### src/rtl/plep_pkg.sv
package plep_pkg;

  localparam int unsigned MaxPayload = 640;

  localparam int unsigned JobDepth = 2;
  localparam int unsigned JobPtrW  = (JobDepth > 1) ? $clog2(JobDepth) : 1;
  localparam int unsigned JobCntW  = $clog2(JobDepth + 1);

  localparam int unsigned IdxW = 4;
  localparam logic [IdxW-1:0] PktLastPrint = 4'd13;
  localparam logic [IdxW-1:0] PktLastShort = 4'd9;
  localparam logic [IdxW-1:0] PktLastOpen  = 4'd5;
  localparam logic [IdxW-1:0] PayLastTail  = 4'd4;

  localparam logic [7:0]  MagicLo    = 8'h88;
  localparam logic [7:0]  MagicHi    = 8'h33;
  localparam logic [7:0]  Sheets     = 8'h01;
  localparam logic [7:0]  Palette    = 8'hE4;
  localparam logic [7:0]  AckGood    = 8'h80;
  localparam logic [7:0]  AckAlt     = 8'h81;
  localparam logic [7:0]  FeedMax    = 8'h0F;
  localparam logic [7:0]  DensMax    = 8'h7F;
  localparam logic [15:0] PrintLen   = 16'h0004;

  localparam logic [7:0] CodeInit    = 8'h01;
  localparam logic [7:0] CodePrint   = 8'h02;
  localparam logic [7:0] CodeData    = 8'h04;
  localparam logic [7:0] CodeBreak   = 8'h08;
  localparam logic [7:0] CodeInquiry = 8'h0F;

  localparam logic [7:0] FatalMaskRst = 8'hF1;
  localparam logic [7:0] BusyMaskRst  = 8'h02;

  localparam logic CfgFatalMask = 1'b0;
  localparam logic CfgBusyMask  = 1'b1;

  typedef enum logic [1:0] {
    MODE_START   = 2'd0,
    MODE_PAYLOAD = 2'd1,
    MODE_REPLY   = 2'd2,
    MODE_UNUSED  = 2'd3
  } mode_e;

  typedef enum logic [2:0] {
    CMD_INIT     = 3'd0,
    CMD_PRINT    = 3'd1,
    CMD_DATA     = 3'd2,
    CMD_DATA_END = 3'd3,
    CMD_BREAK    = 3'd4,
    CMD_INQUIRY  = 3'd5
  } cmd_e;

  typedef enum logic [2:0] {
    PH_IDLE    = 3'b001,
    PH_PAYLOAD = 3'b010,
    PH_REPLY   = 3'b100
  } phase_e;

  typedef enum logic [2:0] {
    OP_PKT  = 3'b001,
    OP_PAY  = 3'b010,
    OP_VERD = 3'b100
  } job_op_e;

  typedef struct packed {
    job_op_e     op;
    logic [7:0]  code;
    logic [15:0] len;
    logic        is_print;
    logic        tail;
    logic [15:0] ck;
    logic [7:0]  feeds;
    logic [7:0]  dens;
    logic [7:0]  data;
    logic        ok;
    logic        ack_valid;
    logic        fatal;
    logic        busy;
    logic [7:0]  status;
  } job_t;

  typedef struct packed {
    logic       kind;
    logic [7:0] tx_byte;
    logic       last;
    logic       ok;
    logic       ack_valid;
    logic       fatal;
    logic       busy;
    logic [7:0] status;
  } res_t;

  function automatic logic [7:0] cmd_code(input cmd_e cmd);
    logic [7:0] code;
    case (cmd)
      CMD_INIT:     code = CodeInit;
      CMD_PRINT:    code = CodePrint;
      CMD_DATA:     code = CodeData;
      CMD_DATA_END: code = CodeData;
      CMD_BREAK:    code = CodeBreak;
      CMD_INQUIRY:  code = CodeInquiry;
      default:      code = 8'h00;
    endcase
    return code;
  endfunction

endpackage

### src/rtl/plep_front.sv
module plep_front (
  input  logic          clk_i,
  input  logic          rst_ni,
  input  logic          cfg_we_i,
  input  logic          cfg_idx_i,
  input  logic [7:0]    cfg_data_i,
  input  logic          take_i,
  input  logic [1:0]    mode_i,
  input  logic [2:0]    command_i,
  input  logic [15:0]   payload_length_i,
  input  logic [7:0]    before_feeds_i,
  input  logic [7:0]    after_feeds_i,
  input  logic [7:0]    density_i,
  input  logic [7:0]    data_byte_i,
  input  logic [7:0]    reply_ack_i,
  input  logic [7:0]    reply_status_i,
  output logic          job_push_o,
  output plep_pkg::job_t job_o
);
  import plep_pkg::*;

  logic [7:0]  fatal_mask_q, busy_mask_q;
  cmd_e        cmd_q, cmd_d;
  logic [15:0] ck_q, ck_d;
  logic [15:0] left_q, left_d;
  phase_e      phase_q, phase_d;

  cmd_e        cmd;
  logic        is_print, is_data, oversize, open_data;
  logic [3:0]  bf, af;
  logic [7:0]  feeds, dens, code;
  logic [15:0] len_w, start_ck, pay_ck;
  logic        ackv, fat, busy, ok;

  always_comb begin
    cmd       = cmd_e'(command_i);
    code      = cmd_code(cmd);
    is_print  = (cmd == CMD_PRINT);
    is_data   = (cmd == CMD_DATA);
    bf        = (before_feeds_i > FeedMax) ? FeedMax[3:0] : before_feeds_i[3:0];
    af        = (after_feeds_i > FeedMax) ? FeedMax[3:0] : after_feeds_i[3:0];
    feeds     = {bf, af};
    dens      = (density_i > DensMax) ? DensMax : density_i;
    len_w     = is_print ? PrintLen : (is_data ? payload_length_i : 16'h0000);
    oversize  = is_data && (payload_length_i > 16'(MaxPayload));
    open_data = is_data && (payload_length_i != 16'h0000);
    start_ck  = {8'h00, code} + {8'h00, len_w[7:0]} + {8'h00, len_w[15:8]};
    if (is_print) begin
      start_ck = start_ck + {8'h00, Sheets} + {8'h00, feeds} + {8'h00, Palette}
                 + {8'h00, dens};
    end
    pay_ck = ck_q + {8'h00, data_byte_i};
    ackv   = (reply_ack_i == AckGood) || (reply_ack_i == AckAlt);
    fat    = (reply_status_i & fatal_mask_q) != 8'h00;
    busy   = (reply_status_i & busy_mask_q) != 8'h00;
    case (cmd_q)
      CMD_INIT:  ok = ackv && (reply_status_i == 8'h00);
      CMD_PRINT: ok = ackv && !fat && !busy;
      default:   ok = ackv && !fat;
    endcase
  end

  always_comb begin
    cmd_d      = cmd_q;
    ck_d       = ck_q;
    left_d     = left_q;
    phase_d    = phase_q;
    job_push_o = 1'b0;
    job_o      = '0;
    job_o.op   = OP_PKT;
    if (take_i) begin
      case (mode_e'(mode_i))
        MODE_START: begin
          if (command_i <= 3'(CMD_INQUIRY)) begin
            cmd_d      = cmd;
            left_d     = '0;
            job_push_o = 1'b1;
            if (oversize) begin
              ck_d     = '0;
              phase_d  = PH_IDLE;
              job_o.op = OP_VERD;
            end else begin
              ck_d           = start_ck;
              job_o.op       = OP_PKT;
              job_o.code     = code;
              job_o.len      = len_w;
              job_o.is_print = is_print;
              job_o.tail     = !open_data;
              job_o.ck       = start_ck;
              job_o.feeds    = feeds;
              job_o.dens     = dens;
              if (open_data) begin
                phase_d = PH_PAYLOAD;
                left_d  = payload_length_i;
              end else begin
                phase_d = PH_REPLY;
              end
            end
          end
        end
        MODE_PAYLOAD: begin
          if (phase_q == PH_PAYLOAD) begin
            job_push_o = 1'b1;
            ck_d       = pay_ck;
            left_d     = left_q - 16'd1;
            job_o.op   = OP_PAY;
            job_o.data = data_byte_i;
            job_o.ck   = pay_ck;
            job_o.tail = (left_q == 16'd1);
            if (left_q == 16'd1) begin
              phase_d = PH_REPLY;
            end
          end
        end
        MODE_REPLY: begin
          if (phase_q == PH_REPLY) begin
            job_push_o      = 1'b1;
            phase_d         = PH_IDLE;
            job_o.op        = OP_VERD;
            job_o.ok        = ok;
            job_o.ack_valid = ackv;
            job_o.fatal     = fat;
            job_o.busy      = busy;
            job_o.status    = reply_status_i;
          end
        end
        default: begin
        end
      endcase
    end
  end

  always_ff @(posedge clk_i or negedge rst_ni) begin
    if (!rst_ni) begin
      fatal_mask_q <= FatalMaskRst;
      busy_mask_q  <= BusyMaskRst;
      cmd_q        <= CMD_INIT;
      ck_q         <= '0;
      left_q       <= '0;
      phase_q      <= PH_IDLE;
    end else begin
      cmd_q   <= cmd_d;
      ck_q    <= ck_d;
      left_q  <= left_d;
      phase_q <= phase_d;
      if (cfg_we_i) begin
        case (cfg_idx_i)
          CfgFatalMask: fatal_mask_q <= cfg_data_i;
          CfgBusyMask:  busy_mask_q  <= cfg_data_i;
          default: begin
          end
        endcase
      end
    end
  end

endmodule

### src/rtl/plep_job_fifo.sv
module plep_job_fifo (
  input  logic           clk_i,
  input  logic           rst_ni,
  input  logic           push_i,
  input  plep_pkg::job_t data_i,
  output logic           full_o,
  input  logic           pop_i,
  output plep_pkg::job_t data_o,
  output logic           empty_o
);
  import plep_pkg::*;

  job_t               slot_q [JobDepth];
  logic [JobPtrW-1:0] wr_ptr_q, rd_ptr_q;
  logic [JobCntW-1:0] cnt_q;
  logic               do_push, do_pop;

  assign full_o  = (cnt_q == JobCntW'(JobDepth));
  assign empty_o = (cnt_q == '0);
  assign data_o  = slot_q[rd_ptr_q];
  assign do_push = push_i && !full_o;
  assign do_pop  = pop_i && !empty_o;

  always_ff @(posedge clk_i) begin
    if (do_push) begin
      slot_q[wr_ptr_q] <= data_i;
    end
  end

  always_ff @(posedge clk_i or negedge rst_ni) begin
    if (!rst_ni) begin
      wr_ptr_q <= '0;
      rd_ptr_q <= '0;
      cnt_q    <= '0;
    end else begin
      if (do_push) begin
        wr_ptr_q <= (wr_ptr_q == JobPtrW'(JobDepth - 1)) ? '0 : wr_ptr_q + 1'b1;
      end
      if (do_pop) begin
        rd_ptr_q <= (rd_ptr_q == JobPtrW'(JobDepth - 1)) ? '0 : rd_ptr_q + 1'b1;
      end
      case ({do_push, do_pop})
        2'b10:   cnt_q <= cnt_q + 1'b1;
        2'b01:   cnt_q <= cnt_q - 1'b1;
        default: cnt_q <= cnt_q;
      endcase
    end
  end

endmodule

### src/rtl/plep_back.sv
module plep_back (
  input  logic           clk_i,
  input  logic           rst_ni,
  input  logic           job_valid_i,
  input  plep_pkg::job_t job_i,
  output logic           job_pop_o,
  input  logic           res_pop_i,
  output logic           res_valid_o,
  output plep_pkg::res_t res_o
);
  import plep_pkg::*;

  logic [IdxW-1:0] idx_q;
  logic            res_valid_q;
  res_t            res_q, res_d;
  logic            advance, last;
  logic [7:0]      pkt_byte, pay_byte;
  logic [IdxW-1:0] last_idx;

  always_comb begin
    case (idx_q)
      4'd0:    pkt_byte = MagicLo;
      4'd1:    pkt_byte = MagicHi;
      4'd2:    pkt_byte = job_i.code;
      4'd3:    pkt_byte = 8'h00;
      4'd4:    pkt_byte = job_i.len[7:0];
      4'd5:    pkt_byte = job_i.len[15:8];
      4'd6:    pkt_byte = job_i.is_print ? Sheets : job_i.ck[7:0];
      4'd7:    pkt_byte = job_i.is_print ? job_i.feeds : job_i.ck[15:8];
      4'd8:    pkt_byte = job_i.is_print ? Palette : 8'h00;
      4'd9:    pkt_byte = job_i.is_print ? job_i.dens : 8'h00;
      4'd10:   pkt_byte = job_i.ck[7:0];
      4'd11:   pkt_byte = job_i.ck[15:8];
      default: pkt_byte = 8'h00;
    endcase
    case (idx_q)
      4'd0:    pay_byte = job_i.data;
      4'd1:    pay_byte = job_i.ck[7:0];
      4'd2:    pay_byte = job_i.ck[15:8];
      default: pay_byte = 8'h00;
    endcase
    if (job_i.is_print) begin
      last_idx = PktLastPrint;
    end else if (job_i.tail) begin
      last_idx = PktLastShort;
    end else begin
      last_idx = PktLastOpen;
    end

    res_d = '0;
    case (job_i.op)
      OP_PKT: begin
        last          = (idx_q == last_idx);
        res_d.tx_byte = pkt_byte;
      end
      OP_PAY: begin
        last          = job_i.tail ? (idx_q == PayLastTail) : 1'b1;
        res_d.tx_byte = pay_byte;
      end
      default: begin
        last            = 1'b1;
        res_d.kind      = 1'b1;
        res_d.ok        = job_i.ok;
        res_d.ack_valid = job_i.ack_valid;
        res_d.fatal     = job_i.fatal;
        res_d.busy      = job_i.busy;
        res_d.status    = job_i.status;
      end
    endcase
    res_d.last = last;
  end

  assign advance     = job_valid_i && (!res_valid_q || res_pop_i);
  assign job_pop_o   = advance && last;
  assign res_valid_o = res_valid_q;
  assign res_o       = res_q;

  always_ff @(posedge clk_i) begin
    if (advance) begin
      res_q <= res_d;
    end
  end

  always_ff @(posedge clk_i or negedge rst_ni) begin
    if (!rst_ni) begin
      idx_q       <= '0;
      res_valid_q <= 1'b0;
    end else begin
      if (advance) begin
        idx_q       <= last ? '0 : idx_q + 1'b1;
        res_valid_q <= 1'b1;
      end else if (res_pop_i) begin
        res_valid_q <= 1'b0;
      end
    end
  end

endmodule

### src/rtl/printer_link_packet_engine_top.sv
// Channel   Direction  Handshake          Transfer when
// input     in         push / full        push high and full low
// result    out        empty / pop        pop high and empty low
// config    in         cfg_we_i           cfg_we_i high
//
// The front part takes one input item per cycle while its two-entry job queue
// has room. The back part, unless a stalled result holds it, emits one result
// per cycle from the job at the queue head: a print start gives 14 results,
// init, break, inquiry, data end and an empty data start 10, an open data
// start 6, a payload item 1 or 5, a reply or an oversized data start 1. Reset
// clears the phase, the queue and the result valid flag and loads the mask
// resets. The front keeps accepting during a stall until the queue fills.
module printer_link_packet_engine_top (
  input  logic        clk_i,
  input  logic        rst_ni,
  input  logic        cfg_we_i,
  input  logic        cfg_idx_i,
  input  logic [7:0]  cfg_data_i,
  input  logic        push,
  output logic        full,
  input  logic [1:0]  mode_i,
  input  logic [2:0]  command_i,
  input  logic [15:0] payload_length_i,
  input  logic [7:0]  before_feeds_i,
  input  logic [7:0]  after_feeds_i,
  input  logic [7:0]  density_i,
  input  logic [7:0]  data_byte_i,
  input  logic [7:0]  reply_ack_i,
  input  logic [7:0]  reply_status_i,
  output logic        empty,
  input  logic        pop,
  output logic        kind_o,
  output logic [7:0]  tx_byte_o,
  output logic        last_o,
  output logic        ok_o,
  output logic        ack_valid_o,
  output logic        fatal_o,
  output logic        busy_res_o,
  output logic [7:0]  status_byte_o
);
  import plep_pkg::*;

  logic take, job_push, job_pop, job_empty, res_valid;
  job_t job_in, job_head;
  res_t res;

  assign take = push && !full;

  plep_front u_front (
    .clk_i            (clk_i),
    .rst_ni           (rst_ni),
    .cfg_we_i         (cfg_we_i),
    .cfg_idx_i        (cfg_idx_i),
    .cfg_data_i       (cfg_data_i),
    .take_i           (take),
    .mode_i           (mode_i),
    .command_i        (command_i),
    .payload_length_i (payload_length_i),
    .before_feeds_i   (before_feeds_i),
    .after_feeds_i    (after_feeds_i),
    .density_i        (density_i),
    .data_byte_i      (data_byte_i),
    .reply_ack_i      (reply_ack_i),
    .reply_status_i   (reply_status_i),
    .job_push_o       (job_push),
    .job_o            (job_in)
  );

  plep_job_fifo u_fifo (
    .clk_i   (clk_i),
    .rst_ni  (rst_ni),
    .push_i  (job_push),
    .data_i  (job_in),
    .full_o  (full),
    .pop_i   (job_pop),
    .data_o  (job_head),
    .empty_o (job_empty)
  );

  plep_back u_back (
    .clk_i       (clk_i),
    .rst_ni      (rst_ni),
    .job_valid_i (!job_empty),
    .job_i       (job_head),
    .job_pop_o   (job_pop),
    .res_pop_i   (pop),
    .res_valid_o (res_valid),
    .res_o       (res)
  );

  assign empty         = !res_valid;
  assign kind_o        = res.kind;
  assign tx_byte_o     = res.tx_byte;
  assign last_o        = res.last;
  assign ok_o          = res.ok;
  assign ack_valid_o   = res.ack_valid;
  assign fatal_o       = res.fatal;
  assign busy_res_o    = res.busy;
  assign status_byte_o = res.status;

endmodule

### config.mk
export PLATFORM = sky130hd
export DESIGN_NAME = printer_link_packet_engine_top
export DESIGN_NICKNAME = d
export VERILOG_FILES = /design/src/rtl/plep_pkg.sv /design/src/rtl/plep_front.sv /design/src/rtl/plep_job_fifo.sv /design/src/rtl/plep_back.sv /design/src/rtl/printer_link_packet_engine_top.sv
export SDC_FILE = /design/constraint.sdc
export NUM_CORES = 1
export LEC_CHECK = 0
export ABC_AREA = 1
export BUFFER_PORTS_ARGS = -buffer_cell sky130_fd_sc_hd__buf_2
export CORE_ASPECT_RATIO = 2
export CORE_MARGIN = 2
export CORE_UTILIZATION = 29
export DETAILED_ROUTE_END_ITERATION = 10
export SYNTH_ARGS = -nofsm -noshare
export SYNTH_HDL_FRONTEND = slang
export SYNTH_SLANG_ARGS = --single-unit
### constraint.sdc
create_clock -name clk_i -period 6.9 [get_ports clk_i]
set_input_delay 1.38 -clock clk_i [delete_from_list [all_inputs] [get_ports clk_i]]
set_output_delay 1.38 -clock clk_i [all_outputs]
set_load 0.1 [all_outputs]
==> Word-level counts from Yosys, hierarchy flattened <==
Memory sizes are Yosys's and may differ from the RTL's.
Cells that the tools add are included.
{ "word_totals": {"reg_bits": 85, "ramBits": 162, "inputBits": 83, "out_inout_bits": 24, "elab_cells": 176, "memories": 1} }
{ "classes": {"n_addsub": 13, "n_lt_le_gt_ge": 5, "n_eq_ne": 33, "mux": 64, "bitwise_logic": 3, "n_reduce_logical": 38} }
{ "memory_table": {"columns": ["name", "words", "word_bits", "read_ports", "rd_ports_with_merged_regs", "write_ports", "line", "source"], "rows": [
  ["u_fifo.slot_q", 2, 81, 1, 0, 1, "plep_job_fifo.sv:13", "job_t slot_q [JobDepth];"]
]} }
{ "op_table": {"columns": ["op", "n"], "rows": [
  ["16-bit 2-to-1 mux", 11],
  ["8-bit case mux with 11 select lines", 1],
  ["81-bit 2-to-1 mux", 1],
  ["16-bit by 8-bit adder with 16-bit output", 4],
  ["16-bit case mux with 2 select lines", 2],
  ["61-bit 2-to-1 mux", 1],
  ["8-bit 2-to-1 mux", 7],
  ["54-bit 2-to-1 mux", 1],
  ["17-bit case mux with 2 select lines", 1],
  ["25-bit 2-to-1 mux", 1],
  ["12-bit 2-to-1 mux", 2],
  ["3-bit 2-to-1 mux", 8],
  ["8-bit case mux with 3 select lines", 1],
  ["4-bit 2-to-1 mux", 5],
  ["4-bit case mux with 5 select lines", 1],
  ["3-bit case mux with 3 select lines", 2],
  ["17-bit 2-to-1 mux", 1],
  ["16-bit by 1-bit adder with 16-bit output, second input constant", 1],
  ["16-bit by 8-bit adder with 16-bit output, second input constant", 1],
  ["8-bit bitwise AND", 2],
  ["16-bit by 1-bit equality test with 1-bit output, second input constant", 1],
  ["4-bit by 3-bit equality test with 1-bit output, second input constant", 4],
  ["4-bit equality test, second input constant", 4],
  ["8-bit equality test, second input constant", 2],
  ["42 further kinds", 91]
]} }

==> Depth between registers and ports, before layout <==
{ "depth": {"word_depth": 14, "ltp_mapped": 38, "ltp_nobuf": 37} }

==> Hierarchy <==
Synthesis repeated with hierarchy kept, for this count alone.
{ "hier_totals": {"hier_cells": 1753, "hier_area_um2": 14617.8} }
{ "by_module_without_submodules": {"columns": ["mod", "n_inst", "cells_per_inst", "area_each_um2", "seq_area_each_um2"], "rows": [
  ["plep_job_fifo", 1, 455, 6198.4, 4964.8],
  ["plep_front", 1, 944, 6105.9, 1360.1],
  ["plep_back", 1, 350, 2296.0, 785.8],
  ["printer_link_packet_engine_top", 1, 4, 17.5, 0.0]
]} }

==> Worst setup path after synthesis <==
OpenSTA, ideal clock, no wires.
{ "synth_path": {"path_kind": "input to register", "from": "in command_i[1]", "to": "mem u_fifo.slot_q[0][44] (netlist name), data pin", "arrival_ps": 6061, "required_time_ps": 6743, "path_slack_ps": 681, "stages": 38, "path_buffers": 2, "path_cell_list": "buf_2 nor2_1 inv_2 nor2_2 inv_1 buf_2 nand2_1 a21oi_1 ha_1 inv_1 fa_1 nand3b_1 nand2_1 nand3_1 xor2_1 inv_1 ha_1 inv_1 (+2 left out) nand2_1 nand2_1 and2_1 ha_1 fa_1 inv_1 ha_1 nand2_1 inv_1 a21oi_1 nand2_1 nand2_1 nand2_1 nand2_1 nand2_1 inv_1 nand3_1 a21oi_1"} }
{ "synth_rtl": {"columns": ["item", "line", "source"], "rows": [
  ["from (decl)", "printer_link_packet_engine_top.sv:22", "input logic [2:0] command_i,"],
  ["to (decl)", "plep_job_fifo.sv:13", null]
]} }

==> results <==
- STA puts the critical path data required time at roughly 7200 ps.
- The number of buffers and inverters on the critical path is 8.
- The routed layout has roughly 11000 vias.
- In this run the most used layer during global routing was met2.
- The flow ran to the end, and the final reports show no timing, DRC or antenna violations.
- The floorplan step defined a die boundary enclosing 48300 um^2.
- The worst register-to-register path ends at u_fifo.cnt_q[1].
- The worst endpoint data arrival time is between 6000 and 7000 ps.
- The pin count of the biggest net entering global routing is 78.
- In the routed layout, each cell is associated on average with a via count of between 4 and 5.
- Leaving out fill and tap cells, the most frequent cell in the layout is nand2_1.
- The count of cells along the worst register-to-register path is 15.
- CTS saw 239 sinks.
- The count of antenna-violating nets left after detailed routing is 0.
- After routing the design area is between 15000 and 20000 um^2.
- The critical path in this run is classified as primary input to flop.
- The dominant cell type by count on the critical path is nand2_1.
- Global routing used 16.1% of the available tracks across all layers.
- The final layout contains 1850 nets.
- Derived from the worst setup path, the maximum achievable clock frequency is 159 MHz.
- CTS built an H-tree with a depth of 1.
- For this configuration, the core starts out at a cell density of roughly 30%.
- Summing the areas of all compound-gate instances in the mapped netlist gives 7.82% of the synthesized area.
- The global-route congestion overflow total is 0.
- The total negative slack for setup checks is 0 ps.
- At the end of routability-driven placement, the weighted congestion stood at 0.916.
- Final hold analysis gives a worst-case slack of ~490 ps.
- The number of optimization iterations in the first detailed-route pass is 5.
- The floorplan core area is 45800 um^2.
- The register bit total from synthesis is 239.
- The gate family responsible for the most delay along the worst path is adder cells.
- The element type at the critical path end is a flop.
- The count of final max-slew check failures was 0.
- In this run, post-CTS repair resized a total of 0 instances.
- For met2 alone, demand over resource in global routing was ~31%.
- After synthesis, the mean cell area works out to 8.51 um^2.
- The die span in x is 156 um.
- During placement, the flow inserted port buffers numbering 105.
- The number of antenna diodes in the final layout is 0.
- The final number of hold-violating endpoints came to 0.
- After Yosys synthesis, XOR and XNOR cells account for 1.43% of the synthesized area.
- The startpoint of the worst setup timing path is command_i[0].
- In this run, synthesis inferred 176 flip-flops with an integrated enable.
- The tree is rooted in a clkbuf_16.
- Leaving out fill and tap cells, the most frequent cells in the layout are nand2_1 (465), inv_1 (209), edfxtp_1 (176).
- The Yosys step of the flow raised 0 warnings.
- Setup repair after global routing left no endpoint under its margin.
- The worst slew margin relative to its limit is roughly 37%.
- At the pin with the least slew margin, the transition time is 940 ps.
- The TritonCTS clock tree is done.
- The final layout contains routed wiring with a total length of between 30 and 40 mm.
- The violation count after the first detailed-route iteration is 695.
- The deepest clock path buffer count is 3.
- The worst voltage drop across the vdd grid is 241 uV.
- The slowest cell on the critical path is fa_1.
- Of the total synthesized cell area, the portion taken by AND, OR, NAND and NOR gates is 25.7%.
- Setup violations remaining at the end of the flow were counted as 0.
- The number of global-route vias before repair is 11000.
- The number of antenna violations at the first check in global routing is 0.
- After synthesis, the largest family of logic cells by area is simple AND/OR/NAND/NOR gates.
- The path class of the tightest hold or removal check is flop to flop.
- After synthesis the cells add up to roughly 13000 um^2.
- The worst setup path is launched from a primary input.
- In this run the worst path has a maximum fanout of 8.
- Pin placement for this block handled 107 I/O pins.
- The cell leakage power is 6.97 nW.
- The clock latency on the worst-skew pair is ~530 ps.
- In this run the power density over the cells is roughly 360 nW/um^2.
- The critical path capture point is u_fifo.slot_q[0][44].
- The largest single stage delay on the critical path is 540 ps.
- The share of cells above drive strength 1 is between 10% and 20%.
- For the final database, setup skew stands at between 20 and 25 ps.
- For this run, global-route usage on met1 was measured as 15.9%.
- After synthesis, the share of cell area in mux cells is 0.223%.
- The fraction of registers with async set/reset is 26.4%.
- The synthesized netlist devotes 6.28% of its cell area to adder and majority cells.
- The worst path in the final design needs a cycle of 6270 ps, including I/O delays and setup.
- The number of gates on the worst path with buffers counted is 35.
- The count of hold buffers inserted by post-cts repair is 0.
- The met3 usage is about 1.4%.
- The half-perimeter wire length after placement is 30.0 mm.
- The placed instances occupy a cell area of around 15000 um^2.
- The layout overhead on the synthesized area is 15.1%.
- The startpoint identified for the worst register-to-register timing path is u_fifo.rd_ptr_q.
- The number of post-CTS setup repair buffers is 0.
- The average wire length per cell after detail routing is 16.9 um.
- The floorplan step set the die height to 309 um.
- The predominant post-synthesis flop cell is edfxtp_1.
- The count of cell types in the netlist is 51.
- For this run, the register share of the synthesized area comes to around half.
- The period utilization is approximately nine tenths.
- The global-route wire length before repair is 59.9 mm.
- The post-synthesis instance total is 1583.
- The max capacitance violation total is 0.
- The clock-pin slew on the worst setup and hold paths is 60 ps.
- In this run, CTS created clock tree buffers numbering 23.
- For this run, design rule violations remaining after detail routing come to 0.
- The worst register-to-register path has a setup slack of 3040 ps.
- The floorplan has 111 rows.
worst register-to-register path, cell delays in order (launching register included):
cell     delay [ps]
dfrtp_2         620
inv_2           630
buf_4           530
nand2_1         140
nand2_2         300
inv_1           230
a21oi_1         170
o22ai_1          90
nand2_1         110
nand2_4          90
nand2_2          80
inv_2            60
ha_1            320
a21oi_1         110
o21ai_0         100
xor2_1          150
per-layer routing:
| metal | wire length [um] | part of all wire, % |
|---|---|---|
| met1 | 13500 | 35 |
| met2 | 21100 | 55 |
| met3 | 1320 | 3.4 |
| met4 | 2770 | 7.2 |
| met5 | 0 | 0 |
stage by stage:
step | utilization [%] | power (mW) | worst slack [ps] | cells
2_1_floorplan | - | 3.65 | 681 | 1596
5_1_grt | 33.8 | 5.86 | 152 | 2288
3_3_place_gp | 32.2 | 4.23 | 132 | 2246
3_5_place_dp | 32.2 | 4.25 | 107 | 2246
4_1_cts | 33.8 | 5.59 | 618 | 2288
6_report | 33.8 | 5.53 | 630 | 2288
synth_stat cells, types with 3 or more instances:
library cell | count | area, um^2
or2_2 | 13 | 81.3
o221ai_1 | 3 | 26.3
buf_1 | 3 | 11.3
dfrtp_1 | 56 | 1400
xnor2_1 | 10 | 87.6
nor4_1 | 11 | 68.8
nand4_1 | 21 | 131
nand2_4 | 3 | 33.8
nand3b_1 | 7 | 52.6
ha_1 | 50 | 626
o21ai_1 | 5 | 25.0
o211ai_1 | 12 | 90.1
dfstp_2 | 7 | 184
inv_2 | 9 | 33.8
nor3_1 | 18 | 90.1
o21ai_0 | 55 | 275
clkbuf_1 | 12 | 45.0
o22ai_1 | 10 | 62.6
a22oi_1 | 5 | 37.5
a21oi_1 | 67 | 335
nor2_1 | 148 | 556
o21a_1 | 3 | 22.5
buf_4 | 3 | 22.5
xor2_1 | 12 | 105
nand2_2 | 4 | 25.0
a21boi_0 | 3 | 22.5
fa_1 | 11 | 220
mux2i_1 | 3 | 30.0
edfxtp_1 | 176 | 5290
inv_1 | 209 | 785
nand3_1 | 115 | 576
buf_2 | 20 | 100
a21o_1 | 6 | 45.0
nand2_1 | 465 | 1750
a221oi_1 | 4 | 35.0
nor2_2 | 4 | 25.0
cell type report:
class,instances,area [um^2]
sequential,239,6870
tap,565,707
clock buffer,30,602
timing repair buffer,124,681
fill,4764,30300
inverter,218,818
clock inverter,12,171
multi-input combinational,1100,5660
worst min-delay path by stage:
stage | from | end | slack (ps) | depth (start not counted)
3_3_place_gp | u_front.cmd_q[1] | u_front.cmd_q[1] | 460 | 2
4_1_cts | u_front.fatal_mask_q[2] | u_front.fatal_mask_q[2] | 490 | 2
5_1_grt | u_front.fatal_mask_q[4] | u_front.fatal_mask_q[4] | 510 | 2
2_1_floorplan | u_front.cmd_q[1] | u_front.cmd_q[1] | 440 | 2
3_5_place_dp | u_front.fatal_mask_q[2] | u_front.fatal_mask_q[2] | 480 | 2
6_report | u_front.fatal_mask_q[2] | u_front.fatal_mask_q[2] | 490 | 2
report_power, final:
group          leakage, nW  internal, mW  switching, mW
Clock                0.374         0.770          0.554
Combinational         4.16         0.564           1.69
Sequential            2.43          1.81          0.138
Total                 6.97          3.14           2.39
logic make-up (layout without fill, tap and decap cells):
family | after synthesis | after routing
AO/OA/AOI/OAI | 182 | 182
XOR/XNOR | 22 | 22
adder cells (fa/ha/maj) | 61 | 61
buffers and inverters | 257 | 384
flip-flops | 239 | 239
multiplexers | 3 | 3
other | 2 | 15
AND/OR/NAND/NOR | 817 | 817
state kept, by name, summed over array words and instances (netlist names):
register / count
u_fifo.slot_q: 154
u_back.res_o: 22
u_front.ck_q: 16
u_front.left_q: 16
u_front.busy_mask_q: 8
u_front.fatal_mask_q: 8
u_back.idx_q: 4
u_front.cmd_q: 3
u_front.phase_q: 3
u_fifo.cnt_q: 2
u_back.res_valid_o: 1
u_fifo.rd_ptr_q: 1
u_fifo.wr_ptr_q: 1
Note: power is estimated with default switching activity, not from simulation.
